<file path="config.mk">
export PLATFORM = sky130hd
export DESIGN_NAME = write_batch_record_parser_unit
export DESIGN_NICKNAME = d
export VERILOG_FILES = /design/src/hdl/wbrp_pkg.sv /design/src/hdl/wbrp_parser.sv /design/src/hdl/write_batch_record_parser_unit.sv
export SDC_FILE = /design/constraint.sdc
export NUM_CORES = 1
export LEC_CHECK = 0
export ABC_CLOCK_PERIOD_IN_PS = 10400
export BUFFER_PORTS_ARGS = -buffer_cell sky130_fd_sc_hd__buf_4
export CAP_MARGIN = 15
export CORE_MARGIN = 3
export CORE_UTILIZATION = 40
export DETAILED_ROUTE_END_ITERATION = 10
export MAX_ROUTING_LAYER = met4
export PLACE_DENSITY = 0.53
export SLEW_MARGIN = 20
export SYNTH_ARGS = -nofsm -noshare
export SYNTH_HDL_FRONTEND = slang
export SYNTH_SLANG_ARGS = --single-unit
</file>
<file path="constraint.sdc">
create_clock -name clock -period 10.4 [get_ports clock]
set_input_delay 1.56 -clock clock [delete_from_list [all_inputs] [get_ports clock]]
set_output_delay 1.56 -clock clock [all_outputs]
set_load 0.05 [all_outputs]
</file>
<file path="src/hdl/wbrp_pkg.sv">
// ----------------------------------------------------------------------------
// wbrp_pkg
// Shared types and constants for the write batch record parser.
// ----------------------------------------------------------------------------
package wbrp_pkg;

   localparam int HeaderBytes = 12;
   localparam int SeqBytes    = 8;
   localparam int VarintMax   = 5;

   localparam int RspDataWidth = 80;
   localparam int RspUserWidth = 3;

   typedef enum logic [2:0] {
      PH_HEADER,
      PH_TAG,
      PH_KEYLEN,
      PH_KEY,
      PH_VALLEN,
      PH_VAL,
      PH_ERROR
   } phase_type;

   typedef enum logic [2:0] {
      ROLE_HEADER,
      ROLE_TAG,
      ROLE_KEYLEN,
      ROLE_KEY,
      ROLE_VALLEN,
      ROLE_VAL,
      ROLE_IGNORED
   } role_type;

   typedef enum logic [2:0] {
      ST_OK,
      ST_SHORT,
      ST_BADPUT,
      ST_BADDEL,
      ST_BADTAG,
      ST_COUNT
   } status_type;

   localparam logic [7:0] TagDelete = 8'h00;
   localparam logic [7:0] TagPut    = 8'h01;

   typedef struct packed {
      role_type    role;
      logic [7:0]  data;
      logic        rec_end;
      logic        rec_put;
      logic [63:0] rec_seq;
      logic        stat_valid;
      status_type  stat_code;
   } result_type;

endpackage

</file>
<file path="src/hdl/wbrp_parser.sv">
// ----------------------------------------------------------------------------
// wbrp_parser
// Parser state and per-byte decode; state advances on each accepted beat.
// ----------------------------------------------------------------------------
module wbrp_parser (
   input  logic                 clock,
   input  logic                 reset,
   input  logic                 accept,
   input  logic [7:0]           byte_in,
   input  logic                 last_byte,
   output wbrp_pkg::result_type result
);
   import wbrp_pkg::*;

   phase_type   phase_ff, phase_in, phase_nx;
   logic [3:0]  hdr_idx_ff, hdr_idx_in, hdr_idx_nx;
   logic [63:0] next_seq_ff, next_seq_in, next_seq_nx;
   logic [31:0] exp_count_ff, exp_count_in, exp_count_nx;
   logic [31:0] accum_ff, accum_in, accum_nx;
   logic [2:0]  vbytes_ff, vbytes_in, vbytes_nx;
   logic [31:0] left_ff, left_in, left_nx;
   logic        is_put_ff, is_put_in, is_put_nx;
   logic [31:0] found_ff, found_in, found_nx;
   status_type  err_ff, err_in, err_nx;

   logic        finish;
   logic [5:0]  vshift;
   logic [31:0] accum_or;
   logic [31:0] left_dec;

   assign vshift   = {vbytes_ff, 3'b000} - {3'b000, vbytes_ff};
   assign accum_or = accum_ff | (32'(byte_in[6:0]) << vshift);
   assign left_dec = left_ff - 32'd1;

   // next state
   always_comb begin
      phase_nx     = phase_ff;
      hdr_idx_nx   = hdr_idx_ff;
      next_seq_nx  = next_seq_ff;
      exp_count_nx = exp_count_ff;
      accum_nx     = accum_ff;
      vbytes_nx    = vbytes_ff;
      left_nx      = left_ff;
      is_put_nx    = is_put_ff;
      found_nx     = found_ff;
      err_nx       = err_ff;
      finish       = 1'b0;
      unique case (phase_ff)
         PH_HEADER: begin
            if (hdr_idx_ff < 4'(SeqBytes)) begin
               next_seq_nx = next_seq_ff | (64'(byte_in) << {hdr_idx_ff[2:0], 3'b000});
            end else if (hdr_idx_ff < 4'(HeaderBytes)) begin
               exp_count_nx = exp_count_ff | (32'(byte_in) << {hdr_idx_ff[1:0], 3'b000});
            end
            hdr_idx_nx = hdr_idx_ff + 4'd1;
            if (hdr_idx_nx >= 4'(HeaderBytes)) begin
               phase_nx = PH_TAG;
            end
         end
         PH_TAG: begin
            accum_nx  = '0;
            vbytes_nx = '0;
            if (byte_in == TagPut) begin
               is_put_nx = 1'b1;
               phase_nx  = PH_KEYLEN;
            end else if (byte_in == TagDelete) begin
               is_put_nx = 1'b0;
               phase_nx  = PH_KEYLEN;
            end else begin
               err_nx   = ST_BADTAG;
               phase_nx = PH_ERROR;
            end
         end
         PH_KEYLEN, PH_VALLEN: begin
            if (vbytes_ff < 3'(VarintMax)) begin
               accum_nx = accum_or;
            end
            vbytes_nx = vbytes_ff + 3'd1;
            if (byte_in[7]) begin
               if (vbytes_nx >= 3'(VarintMax)) begin
                  err_nx   = is_put_ff ? ST_BADPUT : ST_BADDEL;
                  phase_nx = PH_ERROR;
               end
            end else begin
               accum_nx  = '0;
               vbytes_nx = '0;
               if (accum_or == 32'd0) begin
                  if (phase_ff == PH_KEYLEN && is_put_ff) begin
                     phase_nx = PH_VALLEN;
                  end else begin
                     finish = 1'b1;
                  end
               end else begin
                  left_nx  = accum_or;
                  phase_nx = (phase_ff == PH_KEYLEN) ? PH_KEY : PH_VAL;
               end
            end
         end
         PH_KEY, PH_VAL: begin
            left_nx = left_dec;
            if (left_dec == 32'd0) begin
               if (phase_ff == PH_KEY && is_put_ff) begin
                  accum_nx  = '0;
                  vbytes_nx = '0;
                  phase_nx  = PH_VALLEN;
               end else begin
                  finish = 1'b1;
               end
            end
         end
         default: begin
         end
      endcase
      if (finish) begin
         next_seq_nx = next_seq_ff + 64'd1;
         found_nx    = found_ff + 32'd1;
         phase_nx    = PH_TAG;
      end
   end

   // end of batch returns everything to the header state
   always_comb begin
      if (last_byte) begin
         phase_in     = PH_HEADER;
         hdr_idx_in   = '0;
         next_seq_in  = '0;
         exp_count_in = '0;
         accum_in     = '0;
         vbytes_in    = '0;
         left_in      = '0;
         is_put_in    = 1'b0;
         found_in     = '0;
         err_in       = ST_OK;
      end else begin
         phase_in     = phase_nx;
         hdr_idx_in   = hdr_idx_nx;
         next_seq_in  = next_seq_nx;
         exp_count_in = exp_count_nx;
         accum_in     = accum_nx;
         vbytes_in    = vbytes_nx;
         left_in      = left_nx;
         is_put_in    = is_put_nx;
         found_in     = found_nx;
         err_in       = err_nx;
      end
   end

   // outputs
   always_comb begin
      result.data       = byte_in;
      result.rec_end    = finish;
      result.rec_put    = finish & is_put_ff;
      result.rec_seq    = finish ? next_seq_ff : 64'd0;
      result.stat_valid = last_byte;
      unique case (phase_ff)
         PH_HEADER: result.role = ROLE_HEADER;
         PH_TAG:    result.role = ROLE_TAG;
         PH_KEYLEN: result.role = ROLE_KEYLEN;
         PH_KEY:    result.role = ROLE_KEY;
         PH_VALLEN: result.role = ROLE_VALLEN;
         PH_VAL:    result.role = ROLE_VAL;
         default:   result.role = ROLE_IGNORED;
      endcase
      if (!last_byte) begin
         result.stat_code = ST_OK;
      end else begin
         unique case (phase_nx)
            PH_ERROR:  result.stat_code = err_nx;
            PH_HEADER: result.stat_code = ST_SHORT;
            PH_TAG:    result.stat_code = (found_nx == exp_count_nx) ? ST_OK : ST_COUNT;
            default:   result.stat_code = is_put_nx ? ST_BADPUT : ST_BADDEL;
         endcase
      end
   end

   always_ff @(posedge clock) begin
      if (reset) begin
         phase_ff     <= PH_HEADER;
         hdr_idx_ff   <= '0;
         next_seq_ff  <= '0;
         exp_count_ff <= '0;
         accum_ff     <= '0;
         vbytes_ff    <= '0;
         left_ff      <= '0;
         is_put_ff    <= 1'b0;
         found_ff     <= '0;
         err_ff       <= ST_OK;
      end else if (accept) begin
         phase_ff     <= phase_in;
         hdr_idx_ff   <= hdr_idx_in;
         next_seq_ff  <= next_seq_in;
         exp_count_ff <= exp_count_in;
         accum_ff     <= accum_in;
         vbytes_ff    <= vbytes_in;
         left_ff      <= left_in;
         is_put_ff    <= is_put_in;
         found_ff     <= found_in;
         err_ff       <= err_in;
      end
   end

endmodule

</file>
<file path="src/hdl/write_batch_record_parser_unit.sv">
// ----------------------------------------------------------------------------
// write_batch_record_parser_unit
// Byte-stream parser for write batches: header, put and delete records.
//
// Input stream: one batch byte per beat on req_tdata, req_tlast on the final
// byte. Output stream: one result beat per input beat, in order. tuser gives
// the byte role, tdata the passed byte, record end marker, record kind,
// sequence number and status code, tlast marks the status beat.
// A result beat is registered and shown in the cycle after its input beat
// is accepted. Throughput is one byte per cycle while rsp_tready is high;
// parser state and 64-bit sequence increment update in the accepting cycle.
// The result register frees in the cycle it is taken, so req_tready stays
// high while rsp_tready is high. When the receiver stalls with a result
// held, req_tready drops and the held beat is kept unchanged.
// Reset clears the parser to the header state and empties the result
// register. After each tlast byte the parser returns to the header state.
// ----------------------------------------------------------------------------
module write_batch_record_parser_unit (
   input  logic                               clock,
   input  logic                               reset,
   input  logic                               req_tvalid,
   output logic                               req_tready,
   input  logic [7:0]                         req_tdata,  // byte_in
   input  logic                               req_tlast,  // last_byte
   output logic                               rsp_tvalid,
   input  logic                               rsp_tready,
   // data_out[7:0], record_end[8], record_is_put[9], record_sequence[73:10],
   // status_code[76:74], zero fill[79:77]
   output logic [wbrp_pkg::RspDataWidth-1:0]  rsp_tdata,
   output logic [wbrp_pkg::RspUserWidth-1:0]  rsp_tuser,  // byte_role
   output logic                               rsp_tlast   // status_valid
);
   import wbrp_pkg::*;

   logic       accept;
   result_type result;
   result_type result_ff;
   logic       valid_ff, valid_in;

   assign req_tready = !valid_ff || rsp_tready;
   assign accept     = req_tvalid && req_tready;
   assign valid_in   = accept || (valid_ff && !rsp_tready);

   wbrp_parser u_parser (
      .clock     (clock),
      .reset     (reset),
      .accept    (accept),
      .byte_in   (req_tdata),
      .last_byte (req_tlast),
      .result    (result)
   );

   always_ff @(posedge clock) begin
      if (reset) begin
         valid_ff <= 1'b0;
      end else begin
         valid_ff <= valid_in;
      end
   end

   always_ff @(posedge clock) begin
      if (accept) begin
         result_ff <= result;
      end
   end

   assign rsp_tvalid = valid_ff;
   assign rsp_tuser  = result_ff.role;
   assign rsp_tlast  = result_ff.stat_valid;
   assign rsp_tdata  = {3'b000, result_ff.stat_code, result_ff.rec_seq,
                        result_ff.rec_put, result_ff.rec_end, result_ff.data};

endmodule

</file>
# --- Word level (Yosys, flattened, before mapping) ---
# Cells that the tools add are included.
classes:
  add_sub_neg: 6
  mul: 0
  div: 0
  n_lt_le_gt_ge: 5
  eq_ne: 14
  shift: 3
  mux: 61
  bitwise_logic: 4
  reduce_logical: 25
op_table:
  columns: ["cell", "count"]
  rows:
  - ["$mux 32", 14]
  - ["$mux 64", 4]
  - ["$pmux 32 s3", 1]
  - ["$mux 3", 22]
  - ["$add 64x1->64 const B", 1]
  - ["$logic_not 32->1", 2]
  - ["$or 32x32->32", 2]
  - ["$or 64x64->64", 1]
  - ["$pmux 32 s2", 1]
  - ["$shl 8x6->64", 1]
  - ["$add 32x1->32 const B", 1]
  - ["$eq 32x32->1", 1]
  - ["$shl 7x6->32", 1]
  - ["$shl 8x5->32", 1]
  - ["$sub 32x1->32 const B", 1]
  - ["$pmux 3 s3", 2]
  - ["$pmux 3 s6", 1]
  - ["$pmux 3 s4", 1]
  - ["$mux 1", 11]
  - ["$eq 3x3->1 const B", 3]
  - ["$reduce_bool 3->1", 3]
  - ["$eq 8x1->1 const B", 1]
  - ["$logic_not 8->1", 1]
  - ["$lt 4x4->1 const B", 2]
  - ["other kinds (26)", 39]
word_totals:
  regBits: 288
  latch_bits: 0
  ram_bits: 0
  rom_bits: 0
  input_bits: 13
  out_inout_bits: 86
  wordCells: 136
  memories: 0

# --- Depth between registers and ports, before layout ---
# Gate-level depths: netlist of run 1.
depth:
  word_depth: 11
  ltp_mapped: 19

# --- By module ---
# From an unflattened synthesis of run 1, not the netlist that was laid out.
unflattened:
  hier_cells: 2009
  hier_area_um2: 16145.5
modules_own_cells:
  columns: ["mod", "n_inst", "cells_per_inst", "area_each_um2", "seq_area_each_um2"]
  rows:
  - ["wbrp_parser", 1, 1919, 13631.8, 4124.0]
  - ["write_batch_record_parser_unit", 1, 90, 2513.7, 2452.4]

# --- Worst setup path after synthesis of run 1 ---
# No wires, ideal clock.
synth_timing:
  path_type: "input -> register"
  start: "input port rsp_tready"
  end: "register u_parser.found_ff[28]"
  arrival_time_ns: 5.841
  required_ns: 10.268
  slack_ns: 4.426
  stages: 9
  n_path_buf: 3
  cell_sequence: "nand2b_1 > nand2_1 > inv_1 > clkbuf_1 > clkbuf_1 > clkbuf_1 > o21ai_0 > nand2_1 > a21oi_1"
synth_between:
  elab_chain_len: 2
synth_rtl:
  columns: ["item", "line", "rtl"]
  rows:
  - ["start: declaration", "write_batch_record_parser_unit.sv:26", "input logic rsp_tready,"]
  - ["$logic_or 1x1->1", "write_batch_record_parser_unit.sv:40", "assign req_tready = !valid_ff || rsp_tready;"]
  - ["$logic_and 1x1->1", "write_batch_record_parser_unit.sv:41", "assign accept = req_tvalid && req_tready;"]
  - ["via accept", "write_batch_record_parser_unit.sv:35", "logic accept;"]
  - ["end signal: assignment", "wbrp_parser.sv:197", "found_ff <= found_in;"]
  - ["end: declaration", "wbrp_parser.sv:23", "logic [31:0] found_ff, found_in, found_nx;"]
# The timed path passes the listed nets, and every way through them passes these cells.
# A chain may end at the register's enable or synchronous reset.

# --- Worst setup path after layout of run 1 ---
layout_timing:
  start: "register u_parser.vbytes_ff[1]"
  end: "register result_ff, in the netlist rsp_tdata[76] (data pin)"
layout_between:
  elab_chain_len: 11
  elab_cells_between_ends: 24
layout_rtl:
  columns: ["item", "line", "rtl"]
  rows:
  - ["start: declaration", "wbrp_parser.sv:20", "logic [2:0] vbytes_ff, vbytes_in, vbytes_nx;"]
  - ["start signal: assignment", "wbrp_parser.sv:194", "vbytes_ff <= vbytes_in;"]
  - ["$sub 6x3->6", "wbrp_parser.sv:31", "assign vshift = {vbytes_ff, 3'b000} - {3'b000, vbytes_ff};"]
  - ["$shl 7x6->32", "wbrp_parser.sv:32", "assign accum_or = accum_ff | (32'(byte_in[6:0]) << vshift);"]
  - ["$or 32x32->32", "wbrp_parser.sv:32", null]
  - ["$logic_not 32->1", "wbrp_parser.sv:87", "if (accum_or == 32'd0) begin"]
  - ["$mux 1", "wbrp_parser.sv:87", null]
  - ["$mux 1", "wbrp_parser.sv:79", "if (byte_in[7]) begin"]
  - ["$pmux 1 s2", "wbrp_parser.sv:48", "unique case (phase_ff)"]
  - ["$mux 32", "wbrp_parser.sv:114", "if (finish) begin"]
  - ["$eq 32x32->1", "wbrp_parser.sv:170", "PH_TAG: result.stat_code = (found_nx == exp_count_nx) ? ST_OK : ST_COUNT;"]
  - ["$mux 3", "wbrp_parser.sv:170", null]
  - ["$pmux 3 s3 (*)", "wbrp_parser.sv:167", "unique case (phase_nx)"]
  - ["end signal: assignment", "write_batch_record_parser_unit.sv:63", "result_ff <= result;"]
  - ["end: declaration", "write_batch_record_parser_unit.sv:37", "result_type result_ff;"]
# Mark *: on every way between the ends. The rest lies on a longest branch, timed or not.

==> results.py, run 1 <==
metrics = {
    "floorplanning": {
        "rows": 73,
        "die_w_microns": 209,
        "die_h_microns": 209,
        "fp.dieArea_sq_mm": 0.0437,
        "start_util_pct": 41.0,
        "io_pins": 99,
        "core_sq_mm": 0.0403,
    },
    "drt": {
        "num_vias": 15700,
        "wl_microns": 54700,
        "drtAntennaViolNets": 0,
        "dr.pass1.iters": 5,
        "drc": 0,
        "via_per_inst": 6.06,
        "wire_per_inst_microns": 21.0,
        "drt_iter0_markers": 1334,
    },
    "critical_path": {
        "crit_chain": "inv_1 -> ha_1 -> mux2_2 -> a31oi_1 -> nand2_1 -> nor4_1 -> nand4_1 -> o32ai_4 -> buf_4 -> nand4_1 -> nor2_1 -> a21oi_1 -> nor4_1 -> a221oi_1",
        "worstPathBufferInverterCount": 2,
        "max_stage_delay_ns": 0.77,
        "start_kind": "register",
        "end_kind": "register",
        "path_delay_family": "simple AND/OR/NAND/NOR gates",
        "startpoint": "u_parser.vbytes_ff[1]$_SDFFE_PP0P_",
        "crit_arrival_ns": 6.25,
        "criticalPathCategory": "reg -> reg",
        "required_ns": 10.63,
        "r2r_start": "u_parser.vbytes_ff[1]$_SDFFE_PP0P_",
        "critPathMaxFanout": 76,
        "crit_slowest_cell": "ha_1",
    },
    "logic_synthesis": {
        "syn_avg_cell_area_sq_um": 8.05,
        "synth.distinct_cells": 94,
        "yosysSeqAreaShare_pct": 39.8,
        "synthCells": 2049,
        "synthTopCellsByArea": "dfxtp_1 (25%), edfxtp_1 (15%), a21oi_1 (7.9%)",
        "yosys_warnings": 0,
        "synth.most_common_cell": "a21oi_1",
        "syn-cell-area_sq_mm": 0.0165,
        "ys_seq_elements": 288,
        "synth_top_area_cell": "dfxtp_1",
        "yosysTopAreaCellShare_pct": 25.1,
        "synth-edff-count": 81,
        "synth_ff_type": "dfxtp_1",
        "synth_commonest_cells": "a21oi_1 (262), nor2_1 (226), dfxtp_1 (207)",
        "async_flop_share_pct": 0,
    },
    "power_and_ir_drop": {
        "power_leakage_nw": 6.41,
        "p_per_area_mw_per_mm2": 144,
        "ir_drop_mv": 0.0705,
    },
    "timing": {
        "skew_ns": 0.0203,
        "period_share_pct": 57.9,
        "setup_tns_ns": 0,
        "slew_viol_final": 0,
        "clock.fmax_ghz": 0.166,
        "finalCriticalPeriod_ns": 6.03,
        "final_hold_viol_count": 0,
        "tightest_slew_ns": 1.09,
        "rsz0062_at_grt": "false",
        "slew_headroom_pct": 26.7,
        "setup_slack_ns": 4.37,
        "setup_viol": 0,
    },
    "hold_path": {
        "hp-start": "u_parser.exp_count_ff[7]$_SDFFE_PP0P_",
        "hold_path_class": "reg -> reg",
    },
    "final_layout": {
        "final_util_pct": 46.0,
        "finalNetCount": 2070,
        "layout-drive-gt1-share_pct": 11.3,
        "fillers": 4023,
        "antenna_cells": 0,
        "layout.cells.non_filler": 2598,
        "area_delta_synth_final_pct": 12.3,
    },
    "clock_network": {
        "hold_buffers": 0,
        "cts_tree": "done",
        "cts_max_path_buffers": 3,
        "insertion_delay_ns": 0.53,
        "cts_root_buf": "clkbuf_16",
        "clk_pin_slew_ns": 0.06,
        "htreeDepth": 2,
        "postCtsSetupBuffers": 0,
        "cts_sinks": 288,
        "cts_resized": 0,
        "cts_buffers": 34,
    },
    "global_route": {
        "grt_max_degree": 80,
        "grt_pass1_wl_microns": 86700,
        "grt_pass1_vias": 14600,
        "grt-ovfl-total": 0,
        "antenna_found_initial": 0,
        "grt_usage_pct": 25.1,
    },
    "placement": {
        "dp.cells": 2538,
        "dpl_worst_slack_ns": 4.34,
        "io_buffers": 95,
        "dp_hpwl_microns": 36300,
        "gpl.final_weighted_congestion": 0.910,
    },
    "status": {
        "status": "completed",
    },
    "job": {
        "drv_cap": 0,
    },
}
layout make-up:
cell class,count,area [sq um],area share [%]
Multi-Input combinational cell,1569,9170,49.5
Sequential cell,288,6580,35.5
Clock buffer,50,962,5.19
Timing Repair Buffer,121,908,4.90
Tap cell,525,657,3.54
Inverter,35,134,0.722
Clock inverter,10,124,0.668
path summary, 6_finish.rpt:
check                                          end  slack [ns]  depth (start not counted)
max                    rsp_tdata[76]$_SDFFCE_PN0P_        4.37                         14
min          u_parser.exp_count_ff[7]$_SDFFE_PP0P_        0.47                          2
max reg2reg            rsp_tdata[76]$_SDFFCE_PN0P_        4.37                         14
min reg2reg  u_parser.exp_count_ff[7]$_SDFFE_PP0P_        0.47                          2
layout by cell type (no fill, tap or decap), types with 9 or more instances in the layout:
cell	n
nor3_1	86
clkbuf_1	12
a21oi_1	260
and3_1	34
nand4_1	30
or4_1	12
nor4_1	30
clkbuf_16	35
o211ai_1	10
nand3_1	75
xor2_1	13
nand2b_1	9
dfxtp_1	207
and2_1	88
nor2b_1	11
nand2_1	166
buf_4	121
nor2_1	226
xnor2_1	43
o21ai_0	125
or3_1	22
a211oi_1	25
mux2i_1	10
inv_1	33
a31oi_1	30
a22oi_1	29
edfxtp_1	81
o221a_2	9
worst min-delay path: cells and delay by family (launching register included):
kind	cells	cell delay [ns]
AO/OA/AOI/OAI	1	0.04
AND/OR/NAND/NOR	1	0.07
flip-flops	1	0.32
power breakdown:
part           internal, mW  switching, mW  total (mW)
clock                 0.695          0.487        1.18
sequential             1.17         0.0147        1.19
combinational        0.0784          0.218       0.297
registers in the layout, summed over array words and instances, names as in the netlist, 3 cells and up:
register	cells
rsp_tdata	77
rsp_tuser	3
u_parser.accum_ff	32
u_parser.err_ff	3
u_parser.exp_count_ff	32
u_parser.found_ff	32
u_parser.hdr_idx_ff	4
u_parser.left_ff	32
u_parser.next_seq_ff	64
u_parser.phase_ff	3
u_parser.vbytes_ff	3
stage by stage:
step | hold WS (ns) | power, mW | instance area (sq um)
after floorplan | 0.438 | 1.42 | 16500
after global placement | 0.449 | 1.51 | 17400
after detailed placement | 0.459 | 1.51 | 17400
after global routing | 0.500 | 2.76 | 18500
final | 0.468 | 2.67 | 18500
after CTS | 0.474 | 2.69 | 18500
routing by layer:
layer	vias up	track usage (%)	wire length (microns)	share of wire, %
met2	544	37.1	23800	44
met1	7560	35.7	25800	47
met4	0	8.43	1940	3.6
met3	133	3.15	3090	5.6
li1	7504	-	-	-
met5	-	-	0	0
cell families after synthesis:
| kind of cell | synth area share (%) |
|---|---|
| AO/OA/AOI/OAI | 23.3 |
| XOR/XNOR | 2.97 |
| adder cells (fa/ha/maj) | 0.606 |
| buffers and inverters | 4.98 |
| flip-flops | 39.8 |
| multiplexers | 1.27 |
| other | 0.0227 |
| AND/OR/NAND/NOR | 27.0 |
Power figures use the tool's default switching activity.
==> run 2: changes to the inputs <==
--- a/config.mk
+++ b/config.mk
@@ -5,7 +5,7 @@
 export SDC_FILE = /design/constraint.sdc
 export NUM_CORES = 1
 export LEC_CHECK = 0
-export ABC_CLOCK_PERIOD_IN_PS = 10400
+export ABC_CLOCK_PERIOD_IN_PS = 6300
 export BUFFER_PORTS_ARGS = -buffer_cell sky130_fd_sc_hd__buf_4
 export CAP_MARGIN = 15
 export CORE_MARGIN = 3
==> constraint.sdc (replaced) <==
create_clock -name clock -period 6.3 [get_ports clock]
set_input_delay 0.945 -clock clock [delete_from_list [all_inputs] [get_ports clock]]
set_output_delay 0.945 -clock clock [all_outputs]
set_load 0.05 [all_outputs]
==> results.py, run 2 (synthesis gave the netlist of run 1 again) <==
metrics = {
    "critical_path": {
        "r2r_start": "u_parser.vbytes_ff[1]$_SDFFE_PP0P_",
        "crit_chain": "inv_1 -> ha_1 -> mux2_4 -> mux2_2 -> a311oi_1 -> nor3b_1 -> nand4_1 -> o32ai_4 -> buf_4 -> nand2_1 -> a22oi_1 -> o2111ai_1 -> nor4_1 -> a221oi_1",
        "crit_slowest_cell": "ha_1",
        "r2r_end": "rsp_tdata[76]$_SDFFCE_PN0P_",
        "criticalPathCategory": "reg -> reg",
        "critPathMaxFanout": 24,
        "rr_worst_depth": 14,
        "required_ns": 6.56,
        "max_stage_delay_ns": 0.76,
        "start_kind": "register",
        "crit_arrival_ns": 6.07,
        "end_kind": "register",
        "r2r_slack_ns": 0.49,
    },
    "final_layout": {
        "fillers": 3949,
        "layout_common_cells": "a21oi_1 (260), nor2_1 (226), dfxtp_1 (207)",
        "mostFrequentLayoutCell": "a21oi_1",
        "finalNetCount": 2081,
        "multi_input_area_sq_mm": 0.00918,
        "area_delta_synth_final_pct": 13.2,
        "antenna_cells": 0,
        "largest_reg_flops": 77,
        "ff_latch_area_sq_mm": 0.00658,
        "layout-drive-gt1-share_pct": 12.1,
    },
    "timing": {
        "slew_viol_final": 0,
        "setup_tns_ns": 0,
        "clock.fmax_ghz": 0.172,
        "slew_headroom_pct": 22.1,
        "setup_viol": 0,
        "rsz0062_at_grt": "false",
        "skew_ns": 0.0222,
        "finalCriticalPeriod_ns": 5.81,
        "period_share_pct": 92.3,
        "final_hold_viol_count": 0,
        "tightest_slew_ns": 1.16,
    },
    "hold_path": {
        "hp-start": "u_parser.exp_count_ff[24]$_SDFFE_PP0P_",
        "whs_path_depth": 2,
        "hold_path_class": "reg -> reg",
        "min_to": "u_parser.exp_count_ff[24]$_SDFFE_PP0P_",
    },
    "clock_network": {
        "cts_buffers": 34,
        "insertion_delay_ns": 0.54,
        "htreeDepth": 2,
        "cts_tree": "done",
        "postCtsSetupBuffers": 0,
        "clk_pin_slew_ns": 0.06,
        "hold_buffers": 0,
        "cts_resized": 0,
        "cts_sinks": 288,
        "cts_max_path_buffers": 3,
        "cts_root_buf": "clkbuf_16",
    },
    "floorplanning": {
        "die_h_microns": 209,
        "core_sq_mm": 0.0403,
        "die_w_microns": 209,
        "start_util_pct": 41.0,
        "fp.dieArea_sq_mm": 0.0437,
        "io_pins": 99,
        "rows": 73,
    },
    "drt": {
        "drc": 0,
        "wire_per_inst_microns": 21.4,
        "num_vias": 15700,
        "drt_iter0_markers": 1463,
        "wl_microns": 55800,
        "drtAntennaViolNets": 0,
        "dr.pass1.iters": 7,
        "via_per_inst": 6.01,
    },
    "placement": {
        "dp_hpwl_microns": 37500,
        "gpl.final_weighted_congestion": 0.944,
        "io_buffers": 95,
    },
    "power_and_ir_drop": {
        "ir_drop_mv": 0.172,
        "power_leakage_nw": 6.51,
        "finalPower_mw": 4.49,
        "p_per_area_mw_per_mm2": 240,
    },
    "status": {
        "status": "completed",
    },
    "job": {
        "drv_cap": 0,
    },
    "global_route": {
        "grt_usage_pct": 25.2,
        "grt_pass1_wl_microns": 86200,
        "grt-ovfl-total": 0,
        "grt_max_degree": 85,
        "grt_pass1_vias": 14300,
        "antenna_found_initial": 0,
    },
}
==> run 2: changes by cell type in the layout (fill, tap and decap cells not counted), sizes merged <==
cell	before	now
clkbuf	50	47
buf	121	132
inv	34	35
clkinvlp	1	2
clkinv	8	9
bufinv	2	3
==> run 2: worst max-delay path by stage <==
| stage | depth (start not counted) | slack (ns) | end | start |
|---|---|---|---|---|
| 3_3_place_gp | 14 | 0.84 | rsp_tdata[76]$_SDFFCE_PN0P_ | u_parser.vbytes_ff[1]$_SDFFE_PP0P_ |
| 5_1_grt | 14 | 0.19 | rsp_tdata[76]$_SDFFCE_PN0P_ | u_parser.vbytes_ff[1]$_SDFFE_PP0P_ |
| 3_5_place_dp | 14 | 0.60 | rsp_tdata[76]$_SDFFCE_PN0P_ | u_parser.vbytes_ff[1]$_SDFFE_PP0P_ |
| 2_1_floorplan | 9 | 0.94 | u_parser.found_ff[28]$_SDFFE_PP0P_ | rsp_tready |
| 6_report | 14 | 0.49 | rsp_tdata[76]$_SDFFCE_PN0P_ | u_parser.vbytes_ff[1]$_SDFFE_PP0P_ |
| 4_1_cts | 14 | 0.62 | rsp_tdata[76]$_SDFFCE_PN0P_ | u_parser.vbytes_ff[1]$_SDFFE_PP0P_ |
==> run 2: metal layers <==
layer / vias up / part of all wire [%] / GRT usage, %
met2: 604 / 43 / 37.1
met4: 0 / 2.8 / 7.53
met3: 112 / 6.5 / 3.51
met5: - / 0 / -
li1: 7530 / - / -
met1: 7453 / 47 / 36.2
==> run 2: area by class of cell <==
| cell class | count | area share [%] |
|---|---|---|
| clock buffer | 47 | 5.25 |
| clock inverter | 14 | 0.817 |
| inverter | 35 | 0.717 |
| multi-input combinational | 1569 | 49.1 |
| sequential | 288 | 35.2 |
| tap | 525 | 3.52 |
| timing repair buffer | 132 | 5.37 |
==> run 2: report_power, final <==
group          leakage (nW)  internal [mW]  switching, mW
clock                 0.558           1.21          0.815
combinational          3.47          0.132          0.366
sequential             2.49           1.94         0.0241
==> run 2: per-stage QoR <==
| stage | hold WS, ns | std cells | util (%) | setup slack (ns) | instance area (sq um) |
|---|---|---|---|---|---|
| 2_1_floorplan | 0.438 | 2051 | - | 0.941 | 16500 |
| 3_3_place_gp | 0.449 | 2549 | 43.5 | 0.841 | 17500 |
| 3_5_place_dp | 0.454 | 2549 | 43.5 | 0.595 | 17500 |
| 4_1_cts | 0.467 | 2610 | 46.4 | 0.619 | 18700 |
| 5_1_grt | 0.487 | 2610 | 46.4 | 0.187 | 18700 |
| 6_report | 0.462 | 2610 | 46.4 | 0.487 | 18700 |
==> run 2: worst max-delay path: cells and delay by family, from the launching register on <==
family / cells / cell delay [ns]
simple gates: 4 / 1.18
flops: 1 / 0.63
compound gates: 5 / 1.68
buf+inv: 2 / 0.56
mux: 2 / 0.70
fa+ha+maj: 1 / 0.76
